## src/rtl/rlse_pkg.sv

```systemverilog
// Shared types and constants for the single-wire RGB LED serial encoder.
// Holds the request and result payload structs and the register map.
// Depends on nothing; used by rlse_core and rgb_led_serial_encoder.
package rlse_pkg;

  typedef struct packed {
    logic       byte_valid;
    logic [7:0] byte_value;
    logic       frame_end;
  } item_t;

  typedef struct packed {
    logic dout;
    logic byte_taken;
    logic sending;
    logic in_latch;
  } result_t;

  typedef struct packed {
    logic [7:0]  period_cycles;
    logic [7:0]  zero_high_cycles;
    logic [7:0]  one_high_cycles;
    logic [15:0] latch_cycles;
  } cfg_t;

  localparam int CFG_INDEX_WIDTH = 8;
  localparam int CFG_DATA_WIDTH  = 16;

  localparam logic [CFG_INDEX_WIDTH-1:0] REG_PERIOD    = 8'd0;
  localparam logic [CFG_INDEX_WIDTH-1:0] REG_ZERO_HIGH = 8'd1;
  localparam logic [CFG_INDEX_WIDTH-1:0] REG_ONE_HIGH  = 8'd2;
  localparam logic [CFG_INDEX_WIDTH-1:0] REG_LATCH     = 8'd3;

  localparam logic [7:0]  PERIOD_RESET    = 8'd20;
  localparam logic [7:0]  ZERO_HIGH_RESET = 8'd5;
  localparam logic [7:0]  ONE_HIGH_RESET  = 8'd14;
  localparam logic [15:0] LATCH_RESET     = 16'd800;

  localparam logic [2:0] LAST_BIT = 3'd7;

endpackage

```

## src/rtl/rgb_led_serial_encoder.sv

```systemverilog
// Top level of the single-wire RGB LED serial encoder.
// Holds the configuration registers and the result register around rlse_core.
// Depends on rlse_pkg and rlse_core.
//
//   channel  direction  payload            handshake
//   in       request    rlse_pkg::item_t   in_valid / in_ready
//   out      result     rlse_pkg::result_t out_valid / out_ready
//   cfg      write      cfg_index, cfg_data cfg_valid / cfg_ready
//
// Each request is one tick of the line timing and yields one registered result in the following cycle.
// One request is taken every cycle while the result register is empty or being read.
// The rate is set by the single state update in rlse_core, done once per request.
// A stalled result holds in the result register and blocks further requests.
// Synchronous reset restores the default timing and empties all state.
module rgb_led_serial_encoder #(
  parameter int TIMING_WIDTH = 8,
  parameter int LATCH_WIDTH  = 16
) (
  input  logic                                   clk,
  input  logic                                   rst,
  input  logic                                   in_valid,
  output logic                                   in_ready,
  input  rlse_pkg::item_t                        in_data,
  output logic                                   out_valid,
  input  logic                                   out_ready,
  output rlse_pkg::result_t                      out_data,
  input  logic                                   cfg_valid,
  output logic                                   cfg_ready,
  input  logic [rlse_pkg::CFG_INDEX_WIDTH-1:0]   cfg_index,
  input  logic [rlse_pkg::CFG_DATA_WIDTH-1:0]    cfg_data
);

  rlse_pkg::cfg_t    cfg;
  rlse_pkg::result_t step_result;
  logic              step;

  assign cfg_ready = 1'b1;
  assign in_ready  = !out_valid || out_ready;
  assign step      = in_valid && in_ready;

  always_ff @(posedge clk) begin
    if (rst) begin
      cfg.period_cycles    <= rlse_pkg::PERIOD_RESET;
      cfg.zero_high_cycles <= rlse_pkg::ZERO_HIGH_RESET;
      cfg.one_high_cycles  <= rlse_pkg::ONE_HIGH_RESET;
      cfg.latch_cycles     <= rlse_pkg::LATCH_RESET;
    end else if (cfg_valid && cfg_ready) begin
      unique case (cfg_index)
        rlse_pkg::REG_PERIOD:    cfg.period_cycles    <= cfg_data[7:0];
        rlse_pkg::REG_ZERO_HIGH: cfg.zero_high_cycles <= cfg_data[7:0];
        rlse_pkg::REG_ONE_HIGH:  cfg.one_high_cycles  <= cfg_data[7:0];
        rlse_pkg::REG_LATCH:     cfg.latch_cycles     <= cfg_data;
        default: begin
        end
      endcase
    end
  end

  rlse_core #(
    .TIMING_WIDTH(TIMING_WIDTH),
    .LATCH_WIDTH (LATCH_WIDTH)
  ) u_core (
    .clk   (clk),
    .rst   (rst),
    .step  (step),
    .item  (in_data),
    .cfg   (cfg),
    .result(step_result)
  );

  always_ff @(posedge clk) begin
    if (rst) begin
      out_valid <= 1'b0;
    end else if (step) begin
      out_valid <= 1'b1;
    end else if (out_ready) begin
      out_valid <= 1'b0;
    end
  end

  always_ff @(posedge clk) begin
    if (step) begin
      out_data <= step_result;
    end
  end

  // The line is driven high only while a byte is being shifted out.
  a_dout_sending: assert property (@(posedge clk) disable iff (rst)
    out_valid && out_data.dout |-> out_data.sending)
    else $error("line high outside a byte");

  // Shifting and the latch period never overlap.
  a_latch_exclusive: assert property (@(posedge clk) disable iff (rst)
    out_valid |-> !(out_data.sending && out_data.in_latch))
    else $error("latch period during shifting");

  // Every accepted request produces a result on the next cycle.
  a_result_follows: assert property (@(posedge clk) disable iff (rst)
    in_valid && in_ready |=> out_valid)
    else $error("request without result");

  // A byte is only taken when one was offered.
  a_taken_offered: assert property (@(posedge clk) disable iff (rst)
    in_valid && in_ready && !in_data.byte_valid |=> !out_data.byte_taken)
    else $error("byte taken without offer");

endmodule

```

## src/rtl/rlse_core.sv

```systemverilog
// Bit timing, holding register and shift register of the LED serial encoder.
// Advances one tick per accepted request and returns that tick's line result.
// Depends on rlse_pkg for the payload and configuration types.
module rlse_core #(
  parameter int TIMING_WIDTH = 8,
  parameter int LATCH_WIDTH  = 16
) (
  input  logic              clk,
  input  logic              rst,
  input  logic              step,
  input  rlse_pkg::item_t   item,
  input  rlse_pkg::cfg_t    cfg,
  output rlse_pkg::result_t result
);

  logic [7:0]              hold_byte, hold_byte_next;
  logic                    hold_full, hold_full_next;
  logic                    hold_last, hold_last_next;
  logic [7:0]              shift_byte, shift_byte_next;
  logic [2:0]              bit_index, bit_index_next;
  logic [TIMING_WIDTH-1:0] bit_timer, bit_timer_next;
  logic                    active, active_next;
  logic                    cur_last, cur_last_next;
  logic [LATCH_WIDTH-1:0]  latch_timer, latch_timer_next;

  logic [TIMING_WIDTH:0]   timer_inc;
  logic [7:0]              high_cycles;
  logic [LATCH_WIDTH-1:0]  latch_load;
  logic                    taken;

  always_comb begin
    if ((32'(cfg.latch_cycles) >> LATCH_WIDTH) != 32'd0) begin
      latch_load = '1;
    end else begin
      latch_load = LATCH_WIDTH'(cfg.latch_cycles);
    end
  end

  always_comb begin
    hold_byte_next   = hold_byte;
    hold_full_next   = hold_full;
    hold_last_next   = hold_last;
    shift_byte_next  = shift_byte;
    bit_index_next   = bit_index;
    bit_timer_next   = bit_timer;
    active_next      = active;
    cur_last_next    = cur_last;
    latch_timer_next = latch_timer;
    result           = '0;
    taken            = item.byte_valid && !hold_full;
    high_cycles      = shift_byte[7] ? cfg.one_high_cycles : cfg.zero_high_cycles;
    timer_inc        = {1'b0, bit_timer} + {{TIMING_WIDTH{1'b0}}, 1'b1};

    if (active) begin
      result.dout    = 32'(bit_timer) < 32'(high_cycles);
      result.sending = 1'b1;
      if (timer_inc[TIMING_WIDTH] || 32'(timer_inc) >= 32'(cfg.period_cycles)) begin
        bit_timer_next  = '0;
        shift_byte_next = {shift_byte[6:0], 1'b0};
        bit_index_next  = bit_index + 3'd1;
        if (bit_index == rlse_pkg::LAST_BIT) begin
          if (cur_last) begin
            active_next      = 1'b0;
            latch_timer_next = latch_load;
          end else if (hold_full) begin
            shift_byte_next = hold_byte;
            cur_last_next   = hold_last;
            hold_full_next  = 1'b0;
            bit_index_next  = '0;
            bit_timer_next  = '0;
            active_next     = 1'b1;
          end else begin
            active_next = 1'b0;
          end
        end
      end else begin
        bit_timer_next = timer_inc[TIMING_WIDTH-1:0];
      end
    end else if (latch_timer != '0) begin
      result.in_latch  = 1'b1;
      latch_timer_next = latch_timer - {{(LATCH_WIDTH-1){1'b0}}, 1'b1};
    end else if (hold_full) begin
      shift_byte_next = hold_byte;
      cur_last_next   = hold_last;
      hold_full_next  = 1'b0;
      bit_index_next  = '0;
      bit_timer_next  = '0;
      active_next     = 1'b1;
    end

    if (taken) begin
      hold_byte_next = item.byte_value;
      hold_last_next = item.frame_end;
      hold_full_next = 1'b1;
    end
    result.byte_taken = taken;
  end

  always_ff @(posedge clk) begin
    if (rst) begin
      hold_byte   <= '0;
      hold_full   <= 1'b0;
      hold_last   <= 1'b0;
      shift_byte  <= '0;
      bit_index   <= '0;
      bit_timer   <= '0;
      active      <= 1'b0;
      cur_last    <= 1'b0;
      latch_timer <= '0;
    end else if (step) begin
      hold_byte   <= hold_byte_next;
      hold_full   <= hold_full_next;
      hold_last   <= hold_last_next;
      shift_byte  <= shift_byte_next;
      bit_index   <= bit_index_next;
      bit_timer   <= bit_timer_next;
      active      <= active_next;
      cur_last    <= cur_last_next;
      latch_timer <= latch_timer_next;
    end
  end

endmodule

```

## config.mk

```make
export PLATFORM = sky130hd
export DESIGN_NAME = rgb_led_serial_encoder
export DESIGN_NICKNAME = d
export VERILOG_FILES = /design/src/rtl/rlse_pkg.sv /design/src/rtl/rgb_led_serial_encoder.sv /design/src/rtl/rlse_core.sv
export SDC_FILE = /design/constraint.sdc
export NUM_CORES = 1
export LEC_CHECK = 0
export ABC_CLOCK_PERIOD_IN_PS = 4300
export BUFFER_PORTS_ARGS = -buffer_cell sky130_fd_sc_hd__buf_2
export CORE_MARGIN = 8
export CORE_UTILIZATION = 35
export CTS_CLUSTER_SIZE = 16
export DETAILED_ROUTE_END_ITERATION = 12
export RECOVER_POWER = 50
export SLEW_MARGIN = 20
export SYNTH_ARGS = -nofsm -noshare
export SYNTH_HDL_FRONTEND = slang
export SYNTH_SLANG_ARGS = --single-unit
```

## constraint.sdc

```tcl
create_clock -name clk -period 4.3 [get_ports clk]
set_input_delay 0.645 -clock clk [delete_from_list [all_inputs] [get_ports clk]]
set_output_delay 0.645 -clock clk [all_outputs]
set_load 0.02 [all_outputs]
```

==> results of run 1 <==
[registers in the layout (all words and copies together) (netlist names)]
signal              count
u_core.shift_byte       8
out_valid               1
u_core.bit_timer        8
u_core.latch_timer     16
u_core.bit_index        3
u_core.active           1
u_core.hold_byte        8
u_core.cur_last         1
u_core.hold_full        1
u_core.hold_last        1
out_data                4
cfg                    40
[synthesized netlist by cell type (all sizes together), types with 2 or more instances]
library cell	count	area [um^2]
dfxtp	88	1760
nand2	86	323
nor2	60	233
mux2i	41	410
a21oi	37	189
ha	19	238
o21ai	18	90.1
inv	16	60.1
buf	14	92.6
a211oi	13	113
clkbuf	13	48.8
nor3	12	70.1
nand3	11	55.1
nor4	11	75.1
and3	8	52.6
a32oi	6	52.6
nor3b	5	37.5
a21o	4	30.0
a221o	4	40.0
a22oi	4	30.0
and4	4	37.5
edfxtp	4	120
nand2b	4	32.5
nand4	4	25.0
nor2b	4	25.0
o211ai	4	30.0
xnor2	4	35.0
a31oi	2	12.5
a32o	2	20.0
and2	2	12.5
o21a	2	15.0
o221a	2	22.5
o22ai	2	12.5
o311ai	2	17.5
xor2	2	17.5
[power by group through the flow]
stage / Sequential [uW] / Clock (uW) / Combinational, uW
after floorplan: 1040 / 0 / 526
after global placement: 1050 / 0 / 644
after detailed placement: 1060 / 0 / 659
after CTS: 1040 / 745 / 663
after global routing: 1050 / 778 / 749
final: 1040 / 725 / 660
[worst max path at each step]
stage | startpoint | endpoint
after floorplan | u_core.bit_timer[0] | u_core.cur_last
after global placement | u_core.bit_timer[0] | u_core.latch_timer[11]
after detailed placement | u_core.bit_timer[0] | u_core.latch_timer[11]
after CTS | u_core.bit_timer[0] | u_core.latch_timer[11]
after global routing | u_core.bit_timer[0] | u_core.latch_timer[11]
final | u_core.bit_timer[0] | u_core.latch_timer[11]
[worst min-delay path: cells and delay by family (launching register included)]
family	cells	cell delay (ps)
compound gates	1	50
flops	1	310
simple gates	1	50
[metrics by stage]
step / util, % / instance area (um^2)
after floorplan: - / 4570
after global placement: 38.7 / 4900
after detailed placement: 38.7 / 4900
after CTS: 40.8 / 5170
after global routing: 40.5 / 5130
final: 40.5 / 5130
[routing by layer]
layer,vias to the layer above,global-route usage [%],part of all wire [%]
li1,1958,-,-
met1,1819,16.5,45
met2,58,21.6,49
met3,19,2.86,3.9
met4,0,5.19,2.1
met5,-,0,0
[kinds of logic after synthesis]
group,after synthesis
AO/OA/AOI/OAI,109
XOR/XNOR,6
adder cells (fa/ha/maj),19
buffers and inverters,43
flip-flops,92
multiplexers,41
other,1
AND/OR/NAND/NOR,218
[final cells by class]
type,instances,area (um^2)
fill,1273,7540
multi-input combinational,394,2470
sequential,92,1880
clock buffer,11,243
timing repair buffer,49,240
tap,172,215
inverter,16,60.1
clock inverter,4,25.0
==> flow_metrics.env, run 1 <==
export IMPL_path_depth=11
export IMPL_drive_gt1_share_pct=12.4
export IMPL_ir_worst_vdd_uv=222
export IMPL_fmax_mhz=273
export IMPL_dieWidth_um=130
export IMPL_syn_num_nets=587
export IMPL_wl_per_cell_um=14.5
export IMPL_dp_cells=723
export IMPL_clock_latency_ps=340
export IMPL_final_nets=620
export IMPL_netSwitchingFraction_pct=33.2
export IMPL_critPathMaxStageDelay_ps=470
export IMPL_p_clk_share_pct=29.9
export IMPL_drtPass1Iterations=5
export IMPL_netlist_cell_type_count=61
export IMPL_setup_slack_ps=632
export IMPL_hpwl_um=7510
export IMPL_period_share_pct=85.3
export IMPL_synthSimpleGateAreaFrac_pct=22.7
export IMPL_vias=3854
export IMPL_post_cts_resized=0
export IMPL_synthFlopType="dfxtp_1"
export IMPL_setup_violations=0
export IMPL_coreArea_um2=12700
export IMPL_drt_iter0_markers=285
export IMPL_hold_path_end="cfg[1]"
export IMPL_htree_num_levels=3
export IMPL_tightest_slew_ps=1770
export IMPL_critPathMaxFanout=26
export IMPL_fin_crit_ps=3670
export IMPL_gp_congestion=0.823
export IMPL_hp_class="register to register"
export IMPL_grt_usage_pct=13.2
export IMPL_mostFrequentLayoutCells="88 x dfxtp_1, 86 x nand2_1, 60 x nor2_1, 41 x mux2i_1, 38 x buf_2"
export IMPL_startpoint_type="register"
export IMPL_hold_viol_final=0
export IMPL_slew_viol_final=86
export IMPL_synth_cells=529
export IMPL_syn_area_per_cell_um2=8.63
export IMPL_cts_root_buf="clkbuf_16"
export IMPL_cts_sinks=92
export IMPL_p_leak_uw=0.00202
export IMPL_crit_chain="ha_1 > and4_4 > nand2_1 > xnor2_1 > ha_1 > and4_1 > a221o_1 > a211o_2 > a21o_1 > and4b_1 > a221o_1"
export IMPL_die_area_um2=17000
export IMPL_finalNonFillerCells=738
export IMPL_max_slew_margin_pct=-17.7
export IMPL_status="complete, but fails checks"
export IMPL_antenna_found_initial=0
export IMPL_cts_buffer_depth=2
export IMPL_whs_path_depth=2
export IMPL_routed_wl_um=10700
export IMPL_rsz0062_at_grt="no"
export IMPL_r2r_end="u_core.latch_timer[11]"
export IMPL_crit_buf_inv=0
export IMPL_grt_overflow=0
export IMPL_cts_buffers=9
export IMPL_cts_setup_buffers=0
export IMPL_internal_power_uw=1620
export IMPL_final_common_cell="dfxtp_1"
export IMPL_power_uw=2430
export IMPL_min_from="cfg[1]"
export IMPL_die_h_um=130
export IMPL_p_sw_uw=805
export IMPL_syn_to_final_growth_pct=12.4
export IMPL_pin_count=46
export IMPL_synth_seq_cells=92
export IMPL_crit_family="compound AO/OA/AOI/OAI gates"
export IMPL_viasPerCell=5.22
export IMPL_ff2ff_path_depth=11
export IMPL_clkTransAtPathRegs_ps=60
export IMPL_seq_area_frac_synth_pct=41.2
export IMPL_rows=41
export IMPL_antennaDiodeCount=0
export IMPL_synth_fa_ha_area_share_pct=5.21
export IMPL_rr_startpoint="u_core.bit_timer[0]"
export IMPL_io_buffers=44
export IMPL_syn_area_um2=4570
export IMPL_ff2ff_setup_slack_ps=630
export IMPL_drc_errors=0
export IMPL_powerDensity_nw_per_um2=472
export IMPL_async_reset_ff_share_pct=0
export IMPL_violations="max-capacitance violations, max-slew violations"
export IMPL_fin_hold_ws_ps=453
export IMPL_worstPathRequired_ps=4530
export IMPL_slowest_stage="a21o_1"
export IMPL_end_kind="register"
export IMPL_finalClockSkew_ps=9.51
export IMPL_synth_edff_count=4
export IMPL_synth_mux_area_share_pct=8.99
export IMPL_start_util_pct=36.0
export IMPL_grt_max_degree=86
export IMPL_cts_hold_fix_buffers=0
export IMPL_grt_pass1_vias=3720
export IMPL_synth_compound_gate_area_share_pct=16.3
export IMPL_cp_arrival_ps=3900
export IMPL_setup_tns_ps=0
export IMPL_cts_tree="built"
export IMPL_synth_xor_area_share_pct=1.15
export IMPL_p_seq_share_pct=42.9
export IMPL_pre_cts_ws_ps=647
export IMPL_grt_pass1_wl_um=17800
export IMPL_drv_cap=1
export IMPL_comb_power_share_pct=27.2
export IMPL_yosys_warnings=0
export IMPL_critical_path_class="register to register"
export IMPL_synth_top_family_by_area="simple AND/OR/NAND/NOR gates"
export IMPL_ant_nets=0
(Power assumes the default switching activity.)
==> run 2: changes to the inputs <==
Settings changed: CTS_BUF_LIST from default to sky130_fd_sc_hd__clkbuf_16.
==> run 2 against run 1 <==
Compared with the run above: the flow still finishes with violations (max-capacitance violations, max-slew violations); register-to-register slack barely moved; final area fell by 0.19%; sequential power about the same; largest power group unchanged.
==> flow_metrics.env, run 2 (synthesis gave the netlist of run 1 again) <==
export IMPL_vias=3842
export IMPL_setup_tns_ps=0
export IMPL_drive_gt1_share_pct=12.2
export IMPL_drt_iter0_markers=281
export IMPL_start_util_pct=36.0
export IMPL_reg_top3="cfg: 40 flops, u_core.latch_timer: 16 flops"
export IMPL_hpwl_um=7510
export IMPL_wl_per_cell_um=14.4
export IMPL_routed_wl_um=10700
export IMPL_rsz0062_at_grt="no"
export IMPL_grt_pass1_vias=3704
export IMPL_ant_nets=0
export IMPL_period_share_pct=85.2
export IMPL_final_common_cell="dfxtp_1"
export IMPL_tightest_slew_ps=1770
export IMPL_critical_path_class="register to register"
export IMPL_ff_latch_area_um2=1880
export IMPL_fin_crit_ps=3660
export IMPL_clock_latency_ps=340
export IMPL_htree_num_levels=3
export IMPL_coreArea_um2=12700
export IMPL_largest_reg_flops=40
export IMPL_die_h_um=130
export IMPL_grt_pass1_wl_um=17700
export IMPL_post_cts_resized=0
export IMPL_slew_viol_final=86
export IMPL_setup_slack_ps=637
export IMPL_pin_count=46
export IMPL_finalClockSkew_ps=9.79
export IMPL_pre_cts_ws_ps=647
export IMPL_cts_sinks=92
export IMPL_grt_overflow=0
export IMPL_cts_tree="built"
export IMPL_rows=41
export IMPL_top_register="cfg"
export IMPL_antenna_found_initial=0
export IMPL_grt_max_degree=86
export IMPL_drtPass1Iterations=5
export IMPL_io_buffers=44
export IMPL_status="complete, but fails checks"
export IMPL_cp_arrival_ps=3900
export IMPL_viasPerCell=5.21
export IMPL_dieWidth_um=130
export IMPL_powerDensity_nw_per_um2=469
export IMPL_end_kind="register"
export IMPL_hold_viol_final=0
export IMPL_final_nets=620
export IMPL_violations="max-capacitance violations, max-slew violations"
export IMPL_hp_class="register to register"
export IMPL_ir_worst_vdd_uv=222
export IMPL_startpoint_type="register"
export IMPL_max_slew_margin_pct=-17.8
export IMPL_critPathMaxFanout=26
export IMPL_die_area_um2=17000
export IMPL_worstPathRequired_ps=4530
export IMPL_cts_hold_fix_buffers=0
export IMPL_cts_buffers=9
export IMPL_fillers=1273
export IMPL_syn_to_final_growth_pct=12.2
export IMPL_grt_usage_pct=13.1
export IMPL_drc_errors=0
export IMPL_fmax_mhz=273
export IMPL_power_uw=2410
export IMPL_drv_cap=1
export IMPL_clkTransAtPathRegs_ps=70
export IMPL_gp_congestion=0.823
export IMPL_p_leak_uw=0.00202
export IMPL_mostFrequentLayoutCells="88 x dfxtp_1, 86 x nand2_1, 60 x nor2_1, 41 x mux2i_1, 38 x buf_2"
export IMPL_cts_root_buf="clkbuf_16"
export IMPL_cts_buffer_depth=2
export IMPL_antennaDiodeCount=0
export IMPL_multiInputGateArea_um2=2470
export IMPL_cts_setup_buffers=0
export IMPL_setup_violations=0
run 2: layout make-up:
| class | count | area share (%) |
|---|---|---|
| Tap cell | 172 | 4.20 |
| Multi-Input combinational cell | 394 | 48.2 |
| Inverter | 16 | 1.17 |
| Timing Repair Buffer | 49 | 4.69 |
| Clock inverter | 6 | 0.635 |
| Sequential cell | 92 | 36.7 |
| Clock buffer | 9 | 4.39 |
run 2: through the flow:
stage	area [um^2]	cells	hold slack (ps)	utilization, %
floorplan	4570	529	431	-
global placement	4900	723	446	38.7
detailed placement	4900	723	448	38.7
CTS	5160	738	455	40.7
global route	5120	738	477	40.4
finish	5120	738	453	40.4
run 2: layer usage:
layer | GRT usage [%] | routed length [um] | vias up
li1 | - | - | 1953
met1 | 16.5 | 4770 | 1812
met2 | 21.4 | 5200 | 57
met3 | 2.86 | 433 | 20
met4 | 5.19 | 249 | 0
met5 | 0 | 0 | -
run 2: power breakdown:
part	leakage [uW]	switching, uW	internal (uW)
registers	0.000751	92.7	948
clock network	0.000134	323	384
logic	0.00113	389	269
run 2: critical path: stages, from the launching register on:
cell and delay [ps]:
dfxtp_1 420, ha_1 270, and4_4 260, nand2_1 100
xnor2_1 160, ha_1 310, and4_1 220, a221o_1 380
a211o_2 360, a21o_1 470, and4b_1 350, a221o_1 250
run 2: worst paths after layout:
check | startpoint | endpoint | slack (ps) | depth (start not counted)
worst max-delay path | u_core.bit_timer[0] | u_core.latch_timer[11] | 640 | 11
worst min register to register | cfg[1] | cfg[1] | 450 | 2
worst min-delay path | cfg[1] | cfg[1] | 450 | 2
worst max register to register | u_core.bit_timer[0] | u_core.latch_timer[11] | 640 | 11
